## src/rtl/core/dht_pkg.sv

```systemverilog
// ----------------------------------------------------------------------------
// dht_pkg
// Shared widths, codes and types of the double hashing key/value table.
// ----------------------------------------------------------------------------
package dht_pkg;

    localparam int TS_W     = 11;
    localparam int KEY_W    = 31;
    localparam int VALUE_W  = 32;
    localparam int SLOT_W   = 10;
    localparam int STATUS_W = 2;
    localparam int STEP_W   = 4;

    localparam int CAPACITY_DEFAULT = 1024;
    localparam int STEP_BASE        = 8;

    localparam logic [TS_W-1:0] TS_RESET = 11'd1024;

    localparam logic OP_INSERT = 1'b0;
    localparam logic OP_SEARCH = 1'b1;

    localparam logic [STATUS_W-1:0] STATUS_INSERTED  = 2'd0;
    localparam logic [STATUS_W-1:0] STATUS_FULL      = 2'd1;
    localparam logic [STATUS_W-1:0] STATUS_FOUND     = 2'd2;
    localparam logic [STATUS_W-1:0] STATUS_NOT_FOUND = 2'd3;

    typedef enum logic [2:0] {
        ST_CLEAR,
        ST_IDLE,
        ST_DIV,
        ST_READ,
        ST_CHECK,
        ST_FIN
    } state_t;

endpackage

```

## src/rtl/core/dht_mod.sv

```systemverilog
// ----------------------------------------------------------------------------
// dht_mod
// Iterative remainder unit: key mod n, two restoring steps per cycle.
// ----------------------------------------------------------------------------
module dht_mod #(
    parameter int N_W = 11
) (
    input  logic                      clk,
    input  logic                      rst_n,
    input  logic                      start,
    input  logic [dht_pkg::KEY_W-1:0] dividend,
    input  logic [N_W-1:0]            divisor,
    output logic                      done,
    output logic [N_W-1:0]            remainder
);

    localparam int ITER  = (dht_pkg::KEY_W + 1) / 2;
    localparam int DVD_W = 2 * ITER;
    localparam int CNT_W = (ITER > 1) ? $clog2(ITER) : 1;

    logic [DVD_W-1:0] dvd_reg, dvd_next;
    logic [N_W-1:0]   rem_reg, rem_next;
    logic [N_W-1:0]   div_reg, div_next;
    logic [CNT_W-1:0] cnt_reg, cnt_next;
    logic             busy_reg, busy_next;
    logic             done_reg, done_next;

    logic [N_W:0]     trial1, trial2;
    logic [N_W-1:0]   rem1;

    always_comb
    begin
        // first step on the top bit, second on the next one
        trial1 = {rem_reg, dvd_reg[DVD_W-1]};
        if (trial1 >= {1'b0, div_reg})
        begin
            trial1 = trial1 - {1'b0, div_reg};
        end
        rem1 = trial1[N_W-1:0];
        trial2 = {rem1, dvd_reg[DVD_W-2]};
        if (trial2 >= {1'b0, div_reg})
        begin
            trial2 = trial2 - {1'b0, div_reg};
        end

        dvd_next  = dvd_reg;
        rem_next  = rem_reg;
        div_next  = div_reg;
        cnt_next  = cnt_reg;
        busy_next = busy_reg;
        done_next = 1'b0;

        if (start)
        begin
            dvd_next  = DVD_W'(dividend);
            rem_next  = '0;
            div_next  = divisor;
            cnt_next  = '0;
            busy_next = 1'b1;
        end
        else if (busy_reg)
        begin
            dvd_next = {dvd_reg[DVD_W-3:0], 2'b00};
            rem_next = trial2[N_W-1:0];
            cnt_next = cnt_reg + 1'b1;
            if (cnt_reg == CNT_W'(ITER - 1))
            begin
                busy_next = 1'b0;
                done_next = 1'b1;
            end
        end
    end

    always_ff @(posedge clk or negedge rst_n)
    begin
        if (!rst_n)
        begin
            busy_reg <= 1'b0;
            done_reg <= 1'b0;
            cnt_reg  <= '0;
        end
        else
        begin
            busy_reg <= busy_next;
            done_reg <= done_next;
            cnt_reg  <= cnt_next;
        end
    end

    always_ff @(posedge clk)
    begin
        dvd_reg <= dvd_next;
        rem_reg <= rem_next;
        div_reg <= div_next;
    end

    assign done      = done_reg;
    assign remainder = rem_reg;

endmodule
```

## config.mk

```make
export PLATFORM = sky130hd
export DESIGN_NAME = dht_mod
export DESIGN_NICKNAME = d
export VERILOG_FILES = /design/src/rtl/core/dht_pkg.sv /design/src/rtl/core/dht_mod.sv
export SDC_FILE = /design/constraint.sdc
export NUM_CORES = 1
export LEC_CHECK = 0
export ABC_CLOCK_PERIOD_IN_PS = 6200
export BUFFER_PORTS_ARGS = -buffer_cell sky130_fd_sc_hd__buf_4
export CAP_MARGIN = 0
export CELL_PAD_IN_SITES_DETAIL_PLACEMENT = 1
export CELL_PAD_IN_SITES_GLOBAL_PLACEMENT = 2
export CORE_UTILIZATION = 35
export DETAILED_ROUTE_END_ITERATION = 10
export PLACE_DENSITY_LB_ADDON = 0.05
export REMOVE_ABC_BUFFERS = 1
export SLEW_MARGIN = 20
export SYNTH_ARGS = -nofsm -noshare
export SYNTH_HDL_FRONTEND = slang
export SYNTH_SLANG_ARGS = --single-unit
```

## constraint.sdc

```tcl
create_clock -name clk -period 6.2 [get_ports clk]
set_input_delay 0 -clock clk [delete_from_list [all_inputs] [get_ports clk]]
set_output_delay 0 -clock clk [all_outputs]
set_load 0.01 [all_outputs]
```

# Word-level counts from Yosys, hierarchy flattened
# Cells that the tools add are included.
[word_totals]
romBits = 0
latch_bits = 0
ram_bits = 0
reg_bits = 60
n_memories = 0
output_inout_bits = 12
[classes]
magnitude_cmp = 2
shift = 0
bitwise_logic = 0
multipliers = 0
mux = 12
n_eq_ne = 1
add_sub_neg = 3
div = 0
n_reduce_logical = 1
[op_table]
columns = ["cell", "n"]
rows = [
  ["$mux W31", 2],
  ["$ge A12 B11 Y1", 2],
  ["$mux W11", 2],
  ["$sub A11 B11 Y11", 2],
  ["$mux W4", 2],
  ["$mux W1", 6],
  ["$add A4 B1 Y4 const B", 1],
  ["$eq A4 B4 Y1 const B", 1],
  ["$reduce_bool A2 Y1", 1],
]

# Depth between registers and ports, before layout
# Gate-level depths: netlist of the first run.
[logic_depth]
ltp_word = 4
mapped_depth = 19
mapped_depth_nobuf = 17

# Least setup slack after synthesis of the first run
# Ideal clock, no wire load.
[synth_timing]
kind = "flip-flop to flip-flop"
startpoint = "register div_reg[0]"
endpoint = "register rem_reg[0], in the netlist remainder[0]"
n_path_buf = 2
path_stages_with_launch = 18
t_arrival_ns = 4.146
slack_ns = 1.974
required_time_ns = 6.121
setup_time_ns = 0.079
cell_sequence = "edfxtp_1 -> ha_1 -> fa_1 -> and2b_1 -> o22ai_1 -> a2111oi_4 -> or2_2 -> buf_2 -> mux2_2 -> ha_1 -> o21ai_0 -> a21oi_1 -> a21oi_1 -> o21a_1 -> o211a_1 -> buf_6 -> mux2_4 -> a211oi_2"
[synth_between]
elab_chain_len = 4
word_cells_on_any_way = 6
[synth_lines]
columns = ["element", "line_no", "text"]
rows = [
  ["start: declaration", "dht_mod.sv:23", "logic [N_W-1:0] div_reg, div_next;"],
  ["start signal: assignment", "dht_mod.sv:94", "div_reg <= div_next;"],
  ["$sub A11 B11 Y11 / $ge A12 B11 Y1 (equally long branches)", "dht_mod.sv:37, dht_mod.sv:35", ""],
  ["$mux W11", "dht_mod.sv:35", "if (trial1 >= {1'b0, div_reg})"],
  ["$ge A12 B11 Y1", "dht_mod.sv:41", "if (trial2 >= {1'b0, div_reg})"],
  ["$mux W11 *", "dht_mod.sv:41", ""],
  ["end signal: assignment", "dht_mod.sv:93", "rem_reg <= rem_next;"],
  ["end: declaration", "dht_mod.sv:22", "logic [N_W-1:0] rem_reg, rem_next;"],
]
# Mark *: on every way between the ends. The rest lies on a longest branch, timed or not.
# A chain may end at the register's enable or synchronous reset.

# Worst setup path after layout of the first run
[layout_timing]
startpoint = "register div_reg[0]"
endpoint = "register rem_reg[1], in the netlist remainder[1]"
[layout_between]
elab_chain_len = 4
word_cells_on_any_way = 6
[layout_lines]
columns = ["element", "line_no"]
rows = [
  ["$sub A11 B11 Y11 / $ge A12 B11 Y1 (equally long branches)", "dht_mod.sv:37, dht_mod.sv:35"],
  ["$mux W11", "dht_mod.sv:35"],
  ["$sub A11 B11 Y11 / $ge A12 B11 Y1 (equally long branches)", "dht_mod.sv:43, dht_mod.sv:41"],
  ["$mux W11 *", "dht_mod.sv:41"],
]
# Marks and branches as above.

==> results of run 1 <==
## routing by layer
| layer | global-route usage, % | routed length, um | share of wire (%) |
|---|---|---|---|
| met1 | 23.1 | 4270 | 46 |
| met2 | 31.3 | 4630 | 50 |
| met3 | 3.70 | 234 | 2.5 |
| met4 | 6.22 | 110 | 1.2 |
| met5 | 0 | 0 | 0 |
## area by class of cell
cell class / count / area [sq um]
fill: 1113 / 5390
multi-input combinational: 242 / 1900
sequential: 60 / 1650
timing repair buffer: 100 / 861
tap: 136 / 170
clock buffer: 9 / 124
clock inverter: 7 / 82.6
inverter: 16 / 60.1
## worst reg2reg max path, stage by stage (launching register included)
cell and delay, ns:
edfxtp_1 0.42, ha_1 0.23, fa_1 0.40, and2b_1 0.23, o22ai_1 0.15, a2111oi_4 0.47
nor2_1 0.16, a21boi_0 0.35, inv_1 0.13, fa_1 0.43, nand2b_1 0.19, a21oi_1 0.30
a21oi_1 0.14, o21a_1 0.25, o211a_1 0.28, mux2_4 0.36, a211oi_2 0.21
## synth_stat cells, types with 3 or more instances
cell type	count	area share (%)
xor2_1	6	1.4
nand3b_1	3	0.61
nand2b_1	6	1.0
nor2b_1	4	0.68
a211oi_1	3	0.61
dfxtp_1	12	6.5
o21a_1	5	1.0
a21o_1	3	0.61
edfxtp_1	42	34
inv_1	16	1.6
a311oi_1	7	1.7
clkbuf_1	7	0.72
nand4_1	4	0.68
nor2_1	26	2.7
a31oi_1	6	1.0
xnor2_1	8	1.9
nor3_1	5	0.68
a21oi_1	16	2.2
nand3_1	3	0.41
o2111ai_1	3	0.72
ha_1	23	7.8
dfrtp_1	6	4.1
o21ai_0	8	1.1
or2_2	4	0.68
nand2_1	26	2.7
mux2_2	34	10
## worst paths after layout
path | end | slack, ns | cells past startpoint
worst max register to register | remainder[1]$_SDFFE_PP0P_ | 1.43 | 16
max in group asynchronous | cnt_reg[2]$_DFFE_PN0P_ | 5.38 | 3
worst max-delay path | remainder[1]$_SDFFE_PP0P_ | 1.43 | 16
min in group asynchronous | cnt_reg[3]$_DFFE_PN0P_ | 0.61 | 3
worst min-delay path | cnt_reg[3]$_DFFE_PN0P_ | 0.22 | 2
worst min register to register | remainder[10]$_SDFFE_PP0P_ | 0.53 | 2
## power groups by stage
stage	Clock [W]	Sequential [W]	Combinational (W)
2_1_floorplan	0	0.000538	0.000805
3_3_place_gp	0	0.000542	0.00110
3_5_place_dp	0	0.000543	0.00111
4_1_cts	0.000389	0.000534	0.00113
5_1_grt	0.000402	0.000542	0.00126
6_report	0.000376	0.000533	0.00113
## per-stage QoR
| step | setup WS, ns | total power, W | area, sq um | hold WS, ns |
|---|---|---|---|---|
| after detailed placement | 1.45 | 0.00165 | 4200 | -0.188 |
| after global routing | 1.07 | 0.00221 | 4850 | 0.228 |
| after floorplan | 2.01 | 0.00134 | 3610 | -0.296 |
| final | 1.43 | 0.00204 | 4850 | 0.218 |
| after CTS | 1.41 | 0.00206 | 4850 | 0.196 |
| after global placement | 1.62 | 0.00164 | 4200 | -0.189 |
## cell families after synthesis
family | count (synthesis) | synth area share (%)
buffers and inverters | 29 | 3.44
multiplexers | 38 | 11.8
AO/OA/AOI/OAI | 70 | 14.3
flip-flops | 60 | 44.9
adder cells (fa/ha/maj) | 25 | 8.92
XOR/XNOR | 14 | 3.34
AND/OR/NAND/NOR | 95 | 13.3
## cells in the final DEF, fill, tap and decap left out, drive strengths merged, types with 3 or more instances in the layout
cell type,count
o21ai,8
ha,23
dlygate4sd3,44
nor2,26
a21o,4
a21oi,17
nor2b,4
mux2,36
nand3,3
buf,56
o21a,5
or2,6
nand2,26
nor3,5
xor2,6
xnor2,8
nand4b,3
a31oi,6
dfrtp,6
o2111ai,3
dfxtp,12
clkbuf,9
edfxtp,42
nand2b,6
nand4,4
inv,20
a311oi,7
nand3b,3
a211oi,5
==> impl_summary.txt, run 1 <==
----------------------------------------------------
[Outcome]
  Result of the run ... finished, final reports clean

[Cells and area]
  Total inserted antenna cells ... 0
  Final core utilization ... 47.4%
  Area added between synthesis and finish ... 31.9%
  Share of final-layout standard cells stronger than drive strength 1 ... 27.4%
  Number of nets in the layout ... 499
  Number of standard cells in the layout, taps in and fillers out ... 570
  Number of flip-flops under the largest register name ... 32

[STA]
  Unrepaired setup endpoints after global routing ... false
  Slew at the pin closest to its max-slew limit ... between 1 and 1.5 ns
  Count of final setup violators ... 0
  Total negative slack ... 0 ns
  Final clock period utilization by the worst path ... 77.0%
  Number of failing hold endpoints at the final stage ... 0
  Pins over their slew limit ... 0
  Final critical-path required period ... between 4 and 5 ns
  Maximum achievable frequency ... 0.210 GHz
  Clock Skews ... 0.00739 ns
  Headroom to the max-slew limit ... between 20% and 30%

[Power and ir drop]
  Sw Share ... between 40% and 50%
  Internal power ... approximately 0.0012 W
  Portion of total power attributed to sequential cells ... roughly a quarter
  Share of total power in combinational logic ... between 50% and 60%
  Net Switching ... between 0.0008 and 0.0009 W
  Leakage power figure ... ~2.0 nW
  Portion of total power attributed to the clock network ... between 10% and 20%
  Power Dens Cells ... about 420 nW/um^2
  Worst vdd ir ... between 0.15 and 0.2 mV

[Synthesis]
  Synthesized netlist cell count ... between 300 and 400
  Mapped Area ... between 3000 and 4000 sq um
  Leading register cell type out of synthesis ... edfxtp_1
  Mapped Avg Cell Area ... about 11 sq um
  Yosys reg bits ... 60
  Number of enable flip-flop cells after synthesis ... 42
  Yosys warnings ... 0
  Asr flop ratio synth ... between 10% and 20%
  Distinct cell type count after synthesis ... 59
  Post-synthesis sequential area ratio ... about 45%

[Worst hold path]
  Worst Hold Class ... in -> reg
  Startpoint of the worst hold path ... start

[Critical path]
  Setup crit start ... div_reg[0]$_DFFE_PP_
  Critical path required time ... 6.47 ns
  Crit path cell chain ... ha_1, fa_1, and2b_1, o22ai_1, a2111oi_4, nor2_1, a21boi_0, inv_1, fa_1, nand2b_1, a21oi_1, a21oi_1, o21a_1, o211a_1, mux2_4, a211oi_2
  CP max stage cell ... a2111oi_4
  Startpoint class of the critical path ... flop
  Count of buffer and inverter cells on the critical path ... 1
  Critical Path Fanout Max ... 10
  Delay-heaviest family, CP ... compound AO/OA/AOI/OAI gates
  Worst Setup Path Type ... reg -> reg
  Slowest cell delay on critical path ... 0.47 ns
  CP arrival ... roughly 5 ns
  Critical register-to-register path startpoint ... div_reg[0]$_DFFE_PP_
  Critical Path Sink Type ... flop

[Floorplan]
  Number of primary I/O pins ... between 50 and 60
  # rows ... 37
  Core Area ... 10,200 sq um
  Full die area ... 10,900 sq um
  Chip height ... about 100 um
  Starting density of the core ... a little over a third
  X dimension of the die ... ~100 um

[Global route]
  Vias in the first global route ... around 3,200
  Grt ovf ... 0
  Overall global routing resource usage ... a little under a fifth
  Antenna violations before repair ... 0
  Wire length of the first global-routing pass ... between 15,000 and 20,000 um
  Largest net degree at the start of global routing ... 63

[Drt]
  Mean number of vias per cell ... a little over 5
  Total number of vias ... 2,887
  Final Routed Wirelength ... between 9000 and 10,000 um
  Number of design-rule violations left by the first detailed-router iteration ... 96
  Number of iterations in the first detailed-routing pass ... 4
  Antenna Violating Nets Remaining ... 0
  Detail-routed net length per standard cell ... 16.2 um
  Number of remaining DRC errors ... 0

[Run]
  Number of maximum-capacitance violations ... 0

[CTS]
  Max H-tree Level ... 3
  Clock latency at the later pin of the worst-skew pair ... about 0.35 ns
  Maximum count of clock buffers along a single path ... 2
  Clk Tree Root Cell ... clkbuf_8
  Clk pin slew, worst setup/hold paths ... ~0.080 ns
  Count of clock tree sinks ... 60
  Clock buffer count from CTS ... 9
  Resize count post-CTS ... 0
  Hold buffer count at cts ... 44
  Clock tree from TritonCTS ... done
  Setup Fix Bufs, Post-CTS ... 0

[Placed design]
  Placed Cells ... 510
  Count of port buffers added during placement ... 56
  DPL Wire Length ... around 6600 um
  Placer Congestion ... 0.789

----------------------------------------------------
Note: power is estimated with default switching activity, not from simulation.
==> run 2, diff against run 1 <==
- ABC_CLOCK_PERIOD_IN_PS: 6200 -> 4700
- clock period: 6.2 -> 4.7 ns (I/O delays scaled with it)
==> impl_summary.txt, run 2 (synthesized netlist as in run 1, its figures left out) <==
----------------------------------------------------
[Cells and area]
  Number of nets in the layout ... just over 500
  Fillers ... 1,148
  Area added between synthesis and finish ... 32.9%
  Number of flip-flops under the largest register name ... 32
  Most frequent cells in the layout ... 61 x buf_4, 44 x dlygate4sd3_1, 42 x edfxtp_1
  Most common library cell in the layout ignoring fill and taps ... buf_4
  Share of final-layout standard cells stronger than drive strength 1 ... around 28%
  Total inserted antenna cells ... 0
  Final Cell Area ... approximately 4900 sq um

[Critical path]
  CP arrival ... around 4.7 ns
  Setup crit start ... div_reg[0]$_DFFE_PP_
  Startpoint class of the critical path ... flop
  Critical Path Fanout Max ... 7
  Critical register-to-register path startpoint ... div_reg[0]$_DFFE_PP_
  Worst Setup Path Type ... reg -> reg
  Critical Path Sink Type ... flop
  Critical path required time ... 4.96 ns

[Power and ir drop]
  Internal power ... roughly 0.0016 W
  Share of total power in combinational logic ... between 50% and 60%
  Power Dens Cells ... 551 nW/um^2
  Leakage power figure ... 2.04 nW
  Portion of total power attributed to the clock network ... around 17%
  Net Switching ... about 0.0011 W
  Total power draw ... around 0.0027 W
  Sw Share ... about two fifths
  Worst vdd ir ... 0.199 mV
  Portion of total power attributed to sequential cells ... a little over a quarter

[Run]
  Number of maximum-capacitance violations ... 0

[Drt]
  Number of design-rule violations left by the first detailed-router iteration ... 89
  Number of iterations in the first detailed-routing pass ... 4
  Final Routed Wirelength ... around 9300 um
  Number of remaining DRC errors ... 0
  Total number of vias ... 2,923
  Antenna Violating Nets Remaining ... 0
  Detail-routed net length per standard cell ... approximately 16 um
  Mean number of vias per cell ... approximately 5

[Global route]
  Wire length of the first global-routing pass ... 15,400 um
  Vias in the first global route ... between 3,000 and 4,000
  Overall global routing resource usage ... between 15 and 20%
  Largest net degree at the start of global routing ... 63
  Antenna violations before repair ... 0
  Grt ovf ... 0

[Floorplan]
  Chip height ... roughly 100 um
  X dimension of the die ... between 100 and 150 um
  Core Area ... 10,200 sq um
  Starting density of the core ... between 30 and 40%
  Full die area ... about 11,000 sq um
  Number of primary I/O pins ... 57
  # rows ... 37

[STA]
  Total negative slack ... 0 ns
  Unrepaired setup endpoints after global routing ... false
  Count of final setup violators ... 0
  Number of failing hold endpoints at the final stage ... 0
  Final critical-path required period ... approximately 4.4 ns
  Pins over their slew limit ... 0
  Final clock period utilization by the worst path ... 94.0%
  Slew at the pin closest to its max-slew limit ... approximately 1.0 ns
  Headroom to the max-slew limit ... 30.5%
  Maximum achievable frequency ... 0.226 GHz
  Final worst slack ... approximately 0.28 ns
  Clock Skews ... around 0.0035 ns

[CTS]
  Clock buffer count from CTS ... 9
  Maximum count of clock buffers along a single path ... 2
  Clock tree from TritonCTS ... done
  Max H-tree Level ... 3
  Clk pin slew, worst setup/hold paths ... 0.07 ns
  Clock latency at the later pin of the worst-skew pair ... between 0.3 and 0.4 ns
  Count of clock tree sinks ... 60
  Clk Tree Root Cell ... clkbuf_8

[Outcome]
  Result of the run ... finished, final reports clean

[Placed design]
  Placed cell areas ... 4230 sq um
  DPL Wire Length ... about 6400 um
  Placer Congestion ... between 0.7 and 0.8
  Pre-CTS setup slack ... approximately 0.067 ns
  Count of port buffers added during placement ... between 50 and 60

[Worst hold path]
  Worst Hold Class ... in -> reg
  Startpoint of the worst hold path ... start

----------------------------------------------------
run 2: cell types whose count changed in the layout (fill, tap and decap cells not counted), sizes merged:
cell / delta
buf: +5
inv: -4
clkinv: +3
run 2: repair_timing:
item	in CTS	in global routing
hold buffers	44	0
resized for setup	1	6
buffers inserted	0	1
pin swaps	0	1
hold endpoints to repair	48	0
setup endpoints to repair	2	8
run 2: worst paths after layout:
kind / endpoint / slack (ns) / depth (start not counted)
setup / recovery: remainder[0]$_SDFFE_PP0P_ / 0.28 / 17
hold / removal: cnt_reg[1]$_DFFE_PN0P_ / 0.19 / 2
setup reg to reg: remainder[0]$_SDFFE_PP0P_ / 0.28 / 17
hold reg to reg: dvd_reg[31]$_SDFFE_PP0P_ / 0.52 / 2
max in group asynchronous: cnt_reg[3]$_DFFE_PN0P_ / 3.88 / 3
min in group asynchronous: cnt_reg[2]$_DFFE_PN0P_ / 0.61 / 3
run 2: cell type report:
cell class	instances	area, sq um	area share (%)
Clock inverter	6	56.3	1.15
Inverter	16	60.1	1.23
Timing Repair Buffer	105	898	18.4
Tap cell	136	170	3.49
Multi-Input combinational cell	242	1920	39.4
Sequential cell	60	1650	33.8
Clock buffer	9	124	2.54
run 2: power by group through the flow:
stage                     Clock, W  Sequential [W]  Combinational [W]
after floorplan                  0        0.000710            0.00106
after global placement           0        0.000712            0.00147
after detailed placement         0        0.000714            0.00147
after CTS                 0.000453        0.000703            0.00151
after global routing      0.000476        0.000714            0.00171
final                     0.000444        0.000702            0.00154
run 2: metrics by stage:
stage          hold slack [ns]  util (%)  cells
2_1_floorplan           -0.296         -    318
3_3_place_gp            -0.188      41.3    514
3_5_place_dp            -0.188      41.3    514
4_1_cts                  0.207      47.4    573
5_1_grt                  0.239      47.7    574
6_report                 0.191      47.7    574
run 2: worst max-delay path, stage by stage, from the launching register on:
cell       delay, ns
edfxtp_1        0.41
ha_1            0.23
fa_1            0.40
and2b_1         0.23
o22ai_1         0.14
a2111oi_4       0.41
buf_4           0.18
nor2_1          0.08
a21boi_2        0.22
inv_1           0.10
fa_1            0.41
nand2b_1        0.23
a21oi_4         0.20
a21oi_1         0.11
o21a_1          0.25
o211a_4         0.20
mux2_4          0.31
a211oi_2        0.22
run 2: routing by layer:
| layer | vias up | track usage (%) | share of wire, % |
|---|---|---|---|
| met1 | 1419 | 22.1 | 45 |
| li1 | 1441 | - | - |
| met4 | 0 | 8.57 | 1.9 |
| met2 | 50 | 31.6 | 50 |
| met3 | 13 | 2.82 | 3.3 |
| met5 | - | 0 | 0 |
